File: src/rtl/core/cssv_pkg.sv
// Shared types, character codes and message word tables for the sentence validator.
package cssv_pkg;

	localparam logic [7:0] CH_DOLLAR = 8'h24;
	localparam logic [7:0] CH_STAR   = 8'h2A;
	localparam logic [7:0] CH_CR     = 8'h0D;
	localparam logic [7:0] CH_LF     = 8'h0A;
	localparam logic [7:0] CH_COMMA  = 8'h2C;

	localparam logic [3:0] FIELD_LIMIT = 4'd12;

	localparam logic [2:0] V_OK       = 3'd0;
	localparam logic [2:0] V_FRAME    = 3'd1;
	localparam logic [2:0] V_CHECKSUM = 3'd2;
	localparam logic [2:0] V_TYPE     = 3'd3;
	localparam logic [2:0] V_FIELDS   = 3'd4;

	localparam logic [2:0] K_NONE = 3'd0;

	// one word per entry, first character in the low byte
	localparam logic [63:0] WORD_TEXT [4] = '{
		64'h0000_004F_4C4C_4548,  // HELLO
		64'h0000_0000_5441_5453,  // STAT
		64'h0000_0000_0044_4D43,  // CMD
		64'h0000_0000_454E_5554   // TUNE
	};
	localparam logic [2:0] WORD_LEN [4]   = '{3'd5, 3'd4, 3'd3, 3'd4};
	localparam logic [3:0] COMMA_NEED [4] = '{4'd2, 4'd12, 4'd4, 4'd9};

	typedef struct packed {
		logic        frame_seen;
		logic [2:0]  after_cnt;
		logic [23:0] tail;
		logic [7:0]  pxor;
		logic [3:0]  comma_cnt;
		logic [3:0]  cand;
		logic [2:0]  wpos;
		logic        wclosed;
	} line_state_t;

	typedef struct packed {
		logic discarding;
		logic line_empty;
	} trk_status_t;

	localparam line_state_t LINE_CLEAR = '{
		frame_seen: 1'b0, after_cnt: 3'd0, tail: 24'd0, pxor: 8'd0,
		comma_cnt: 4'd0, cand: 4'hF, wpos: 3'd0, wclosed: 1'b0
	};

	function automatic logic [7:0] word_char(input logic [1:0] k, input logic [2:0] pos);
		logic [63:0] w;
		w = WORD_TEXT[k];
		return w[{pos, 3'b000} +: 8];
	endfunction

	// {valid, value}
	function automatic logic [4:0] hex_val(input logic [7:0] c);
		logic [4:0] r;
		r = 5'd0;
		if (c >= 8'h30 && c <= 8'h39)
			r = {1'b1, 4'(c - 8'h30)};
		else if (c >= 8'h41 && c <= 8'h46)
			r = {1'b1, 4'(c - 8'h37)};
		else if (c >= 8'h61 && c <= 8'h66)
			r = {1'b1, 4'(c - 8'h57)};
		return r;
	endfunction

endpackage

File: src/rtl/core/cssv_tracker.sv
// Per-line tracking state: framing window, running xor, commas and first-word match.
module cssv_tracker #(
	parameter int LINE_CAPACITY = 128
) (
	input  logic                 clk,
	input  logic                 arst_n,
	input  logic                 fire,
	input  logic [7:0]           rx_byte_s1,
	output logic                 emit,
	output cssv_pkg::line_state_t ls,
	output cssv_pkg::trk_status_t status,
	output logic [31:0]          overflow_total
);
	import cssv_pkg::*;

	localparam int LC_W = $clog2(LINE_CAPACITY);
	localparam logic [LC_W-1:0] LC_MAX = LC_W'(LINE_CAPACITY - 1);

	line_state_t     ls_q, ls_d;
	logic            disc_q, disc_d;
	logic [LC_W-1:0] cnt_q, cnt_d;
	logic [31:0]     ovf_q, ovf_d;
	logic [7:0]      b;

	assign emit = (rx_byte_s1 == CH_LF) && !disc_q && (cnt_q != '0);
	assign ls = ls_q;
	assign status = '{discarding: disc_q, line_empty: (cnt_q == '0)};
	assign overflow_total = ovf_q;

	always_comb begin
		ls_d   = ls_q;
		disc_d = disc_q;
		cnt_d  = cnt_q;
		ovf_d  = ovf_q;
		b      = ls_q.tail[23:16];
		if (fire && rx_byte_s1 != CH_CR) begin
			if (rx_byte_s1 == CH_LF) begin
				disc_d = 1'b0;
				cnt_d  = '0;
				ls_d   = LINE_CLEAR;
			end else if (!disc_q) begin
				if (cnt_q >= LC_MAX) begin
					ovf_d  = ovf_q + 32'd1;
					disc_d = 1'b1;
					cnt_d  = '0;
					ls_d   = LINE_CLEAR;
				end else begin
					cnt_d = cnt_q + 1'b1;
					if (!ls_q.frame_seen) begin
						ls_d.frame_seen = (rx_byte_s1 == CH_DOLLAR);
					end else begin
						if (ls_q.after_cnt >= 3'd3) begin
							ls_d.pxor = ls_q.pxor ^ b;
							if (b == CH_COMMA) begin
								if (ls_q.comma_cnt != 4'd15)
									ls_d.comma_cnt = ls_q.comma_cnt + 4'd1;
								ls_d.wclosed = 1'b1;
							end else if (!ls_q.wclosed) begin
								for (int k = 0; k < 4; k++) begin
									if (ls_q.wpos >= WORD_LEN[k] ||
									    word_char(2'(k), ls_q.wpos) != b)
										ls_d.cand[k] = 1'b0;
								end
								if (ls_q.wpos != 3'd7)
									ls_d.wpos = ls_q.wpos + 3'd1;
							end
						end
						ls_d.tail = {ls_q.tail[15:0], rx_byte_s1};
						if (ls_q.after_cnt < 3'd4)
							ls_d.after_cnt = ls_q.after_cnt + 3'd1;
					end
				end
			end
		end
	end

	always_ff @(posedge clk or negedge arst_n) begin
		if (!arst_n) begin
			ls_q   <= LINE_CLEAR;
			disc_q <= 1'b0;
			cnt_q  <= '0;
			ovf_q  <= 32'd0;
		end else begin
			ls_q   <= ls_d;
			disc_q <= disc_d;
			cnt_q  <= cnt_d;
			ovf_q  <= ovf_d;
		end
	end

endmodule

File: src/rtl/core/cssv_judge.sv
// Line verdict: frame, checksum, comma limit, message word and exact comma count.
module cssv_judge (
	input  cssv_pkg::line_state_t ls,
	output logic [2:0]            verdict,
	output logic [2:0]            kind
);
	import cssv_pkg::*;

	logic [4:0] hi, lo;
	logic [2:0] found;
	logic [1:0] fidx;

	always_comb begin
		hi    = hex_val(ls.tail[15:8]);
		lo    = hex_val(ls.tail[7:0]);
		found = K_NONE;
		for (int k = 0; k < 4; k++) begin
			if (ls.cand[k] && WORD_LEN[k] == ls.wpos)
				found = 3'(k + 1);
		end
		fidx    = 2'(found - 3'd1);
		verdict = V_OK;
		kind    = K_NONE;
		if (!ls.frame_seen || ls.after_cnt < 3'd4 || ls.tail[23:16] != CH_STAR ||
		    !hi[4] || !lo[4])
			verdict = V_FRAME;
		else if ({hi[3:0], lo[3:0]} != ls.pxor)
			verdict = V_CHECKSUM;
		else if (ls.comma_cnt > FIELD_LIMIT)
			verdict = V_FIELDS;
		else if (found == K_NONE)
			verdict = V_TYPE;
		else if (ls.comma_cnt != COMMA_NEED[fidx])
			verdict = V_FIELDS;
		else
			kind = found;
	end

endmodule

File: src/rtl/core/checksummed_sentence_validator.sv
// Top level of the checksummed sentence validator: input register, line tracker, result register.
//
// Input channel: rx_byte with in_valid / in_stall, one received character per request.
// CR is ignored; LF closes a line. A line of the form [junk] '$' payload '*' HH is
// checked: HH (hex, either case) must match the xor of the payload, the first word
// must be HELLO, STAT, CMD or TUNE with its exact comma count.
// Output channel: verdict, message_kind, dropped_lines with out_valid / out_stall,
// one request per non-empty line end. Lines longer than LINE_CAPACITY-1 bytes are
// dropped silently and counted in dropped_lines (wrapping).
// Throughput: one byte per cycle while in_stall is low. A line's result is valid
// once its LF has passed the input register and then the result register.
// A byte in the input register moves on while a result waits, unless it is itself
// an LF with a result; then in_stall rises until the waiting result is taken.
// Reset (arst_n low) clears the line state, the drop counter and both valids.
module checksummed_sentence_validator #(
	parameter int LINE_CAPACITY = 128
) (
	input  logic        clk,
	input  logic        arst_n,
	input  logic        in_valid,
	output logic        in_stall,
	input  logic [7:0]  rx_byte,
	output logic        out_valid,
	input  logic        out_stall,
	output logic [2:0]  verdict,
	output logic [2:0]  message_kind,
	output logic [31:0] dropped_lines
);
	import cssv_pkg::*;

	logic        valid_s1;
	logic [7:0]  byte_s1;
	logic        emit, adv;
	line_state_t ls;
	trk_status_t status;
	logic [31:0] ovf;
	logic [2:0]  verdict_c, kind_c;
	logic        out_valid_q;
	logic [2:0]  verdict_q, kind_q;
	logic [31:0] dropped_q;

	assign adv      = valid_s1 && !(emit && out_valid_q && out_stall);
	assign in_stall = valid_s1 && !adv;

	always_ff @(posedge clk or negedge arst_n) begin
		if (!arst_n) begin
			valid_s1 <= 1'b0;
		end else if (in_valid && !in_stall) begin
			valid_s1 <= 1'b1;
		end else if (adv) begin
			valid_s1 <= 1'b0;
		end
	end

	always_ff @(posedge clk) begin
		if (in_valid && !in_stall) begin
			byte_s1 <= rx_byte;
		end
	end

	cssv_tracker #(
		.LINE_CAPACITY(LINE_CAPACITY)
	) u_tracker (
		.clk           (clk),
		.arst_n        (arst_n),
		.fire          (adv),
		.rx_byte_s1    (byte_s1),
		.emit          (emit),
		.ls            (ls),
		.status        (status),
		.overflow_total(ovf)
	);

	cssv_judge u_judge (
		.ls     (ls),
		.verdict(verdict_c),
		.kind   (kind_c)
	);

	always_ff @(posedge clk or negedge arst_n) begin
		if (!arst_n) begin
			out_valid_q <= 1'b0;
		end else if (adv && emit) begin
			out_valid_q <= 1'b1;
		end else if (!out_stall) begin
			out_valid_q <= 1'b0;
		end
	end

	always_ff @(posedge clk) begin
		if (adv && emit) begin
			verdict_q <= verdict_c;
			kind_q    <= kind_c;
			dropped_q <= ovf;
		end
	end

	assign out_valid     = out_valid_q;
	assign verdict       = verdict_q;
	assign message_kind  = kind_q;
	assign dropped_lines = dropped_q;

	a_kind_only_ok: assert property (@(posedge clk) disable iff (!arst_n)
		out_valid |-> (message_kind == K_NONE || verdict == V_OK))
		else $error("message kind set on a failed line");

	a_verdict_range: assert property (@(posedge clk) disable iff (!arst_n)
		out_valid |-> (verdict <= V_FIELDS))
		else $error("verdict code out of range");

	a_discard_empty: assert property (@(posedge clk) disable iff (!arst_n)
		status.discarding |-> status.line_empty)
		else $error("discarding line still holds bytes");

	a_no_frame_no_payload: assert property (@(posedge clk) disable iff (!arst_n)
		!ls.frame_seen |-> (ls.after_cnt == 3'd0 && ls.pxor == 8'd0))
		else $error("payload tracked before start of frame");

	a_emit_stalls_input: assert property (@(posedge clk) disable iff (!arst_n)
		(valid_s1 && emit && out_valid_q && out_stall) |-> in_stall)
		else $error("result would overwrite a waiting result");

endmodule
File: config.mk
export PLATFORM = sky130hd
export DESIGN_NAME = checksummed_sentence_validator
export DESIGN_NICKNAME = d
export VERILOG_FILES = /design/src/rtl/core/cssv_pkg.sv /design/src/rtl/core/cssv_tracker.sv /design/src/rtl/core/cssv_judge.sv /design/src/rtl/core/checksummed_sentence_validator.sv
export SDC_FILE = /design/constraint.sdc
export NUM_CORES = 1
export LEC_CHECK = 0
export BUFFER_PORTS_ARGS = -buffer_cell sky130_fd_sc_hd__buf_2
export CAP_MARGIN = 20
export CORE_MARGIN = 2
export CORE_UTILIZATION = 38
export DETAILED_ROUTE_END_ITERATION = 6
export PLACE_DENSITY = 0.65
export SLEW_MARGIN = 20
export SYNTH_ARGS = -nofsm -noshare
export SYNTH_HDL_FRONTEND = slang
export SYNTH_HIERARCHICAL = 1
export SYNTH_SLANG_ARGS = --single-unit
File: constraint.sdc
create_clock -name clk -period 3.65 [get_ports clk]
set_input_delay 0.1825 -clock clk [delete_from_list [all_inputs] [get_ports clk]]
set_output_delay 0.1825 -clock clk [all_outputs]
set_load 0.01 [all_outputs]
==> results.ini <==
[cts]
h-tree-depth=4
clk_latency_ps=430
numClockSinks=136
clk_pin_slew_ps=70
cts_tree=yes
numCtsBuffers=17
clk_path_buf_depth=2
cts-root-buf=clkbuf_16

[grt]
grt_usage_pct=16.9
grt_max_degree=72
overflow=0
grt_pass1_wl_um=26300
antenna_found_initial=0
grt_pass1_vias=5126

[synthesis]
avgSynthCellArea_um2=11.2
ys_warn_count=6
syn_area_um2=6960
synthCells=621
synth_nets=657

[routing]
remaining_drc_errors=0
totalWireLength_um=15900
viasPerCell=5.58
wl_per_cell_um=16.9
drtAntennaViolNets=0
firstDrtPassIters=7
vias=5231
drt_iter0_markers=329

[critical_path]
path_cells=inv_1 > ha_1 > or4b_2 > nor3_1 > nor3b_1 > a31oi_1 > nand2b_1 > or2_2 > or4b_1 > or4b_4 > xnor2_2
end_kind=register
start_kind=register
cp_max_fo=4
critPathSlowestCell=or4b_2
worstPathArrival_ps=3720
slowest_delay_ps=570
required_ps=3950
worst-setup-path-type=register to register

[pwr]
peakVddDrop_uv=344
p_per_area_nw_per_um2=548
power.leakage_nw=3.40

[place]
pre_cts_ws_ps=218
place_congestion=0.846
hpwl_um=11000
port_buffers=51

[timing]
fmax_ghz=0.292
setup_violations=0
clock_skew_ps=15.4
rsz0062_at_grt=no
setup_slack_ps=224
tns_ps=0
slew_violations=0
hold_viol=0
slew_headroom_pct=37.7
worst_pin_slew_ps=928
finalCriticalPeriod_ps=3430
fin_crit_sh_pct=93.9

[die]
rows=49
core_um2=18000
dieHeight_um=139
die-area_um2=19400
die_x_um=139
initial_utilization_pct=38.7
io_pins=52

[cells_and_area]
drive_gt1_share_pct=20.2
layout.nets=731
diodes=0
area_growth_pct=18.3

[run]
drv_cap=0

[outcome]
status=completed

[worst_hold_path]
hold_path.class=primary input to register

## registers in the layout, summed over array words and instances (netlist names)
signal                    cells
verdict                       3
message_kind                  3
u_tracker/overflow_total     32
u_tracker/disc_q              1
dropped_lines                32
out_valid                     1
byte_s1                       8
u_tracker/ls                 48
u_tracker/cnt_q               7
valid_s1                      1
## critical path, delay by kind of cell, from the launching register on
| kind | cells | cell delay [ps] |
|---|---|---|
| AOI/OAI and AO/OA | 1 | 180 |
| xor gates and xnor gates | 1 | 140 |
| adders and majority gates | 1 | 130 |
| buffers and inverters | 1 | 80 |
| DFF | 1 | 400 |
| and+or+nand+nor | 7 | 2370 |
## metrics by stage
| step | utilization (%) | cells | hold slack [ps] | instance area, um2 | power [W] |
|---|---|---|---|---|---|
| after floorplan | - | 621 | -113 | 6960 | 0.00257 |
| after global placement | 42.0 | 895 | 359 | 7540 | 0.00280 |
| after detailed placement | 42.0 | 895 | 361 | 7540 | 0.00285 |
| after CTS | 45.8 | 937 | 15.0 | 8220 | 0.00452 |
| after global routing | 45.8 | 937 | 34.1 | 8230 | 0.00474 |
| final | 45.8 | 937 | 30.6 | 8230 | 0.00451 |
## cell type report
type	count	area (um2)
clock buffers	17	425
clock inverters	15	153
fillers	1603	9740
inverters	41	154
multi-input cells	420	3080
flip-flops and latches	136	3640
well taps	229	287
repair buffers	79	493
## layout by cell type (no fill, tap or decap), types with 22 or more instances in the layout
cell,instances
nor2_1,27
xor2_1,23
edfxtp_1,46
ha_1,24
nand2_1,43
a22o_1,27
xnor2_1,23
dfrtp_1,86
buf_2,50
nand3_1,22
inv_1,41
nor3_1,24
## where the power goes
group	internal (W)	switching, W
logic	0.000409	0.000459
registers	0.00173	0.000261
clock network	0.000908	0.000742
## path summary, 6_finish.rpt
kind	from	endpoint	slack, ps	cells past startpoint
min	out_stall	out_valid	30	3
max	u_tracker/cnt_q[1]	u_tracker/overflow_total[28]	220	11
max in group asynchronous	arst_n	u_tracker/ls[7]	2320	3
max reg2reg	u_tracker/cnt_q[1]	u_tracker/overflow_total[28]	220	11
min in group asynchronous	arst_n	u_tracker/ls[27]	410	2
min reg2reg	u_tracker/overflow_total[6]	dropped_lines[6]	440	0
## metal layers
layer  share of wire, %  up-vias  GRT usage [%]
met1                 46     2594           23.3
met4                1.2        0           4.89
met5                  0        -              0
met2                 47      151           26.5
met3                5.2       23           4.23
li1                   -     2463              -
## repair_timing
action / in CTS / in global routing
endpoints found under the hold margin: 77 / 0
hold buffers: 10 / 0
setup buffers: 0 / 0
endpoints found under the setup margin: 0 / 1
resized for setup: 0 / 1
No activity file was read; power rests on OpenSTA's default activity.
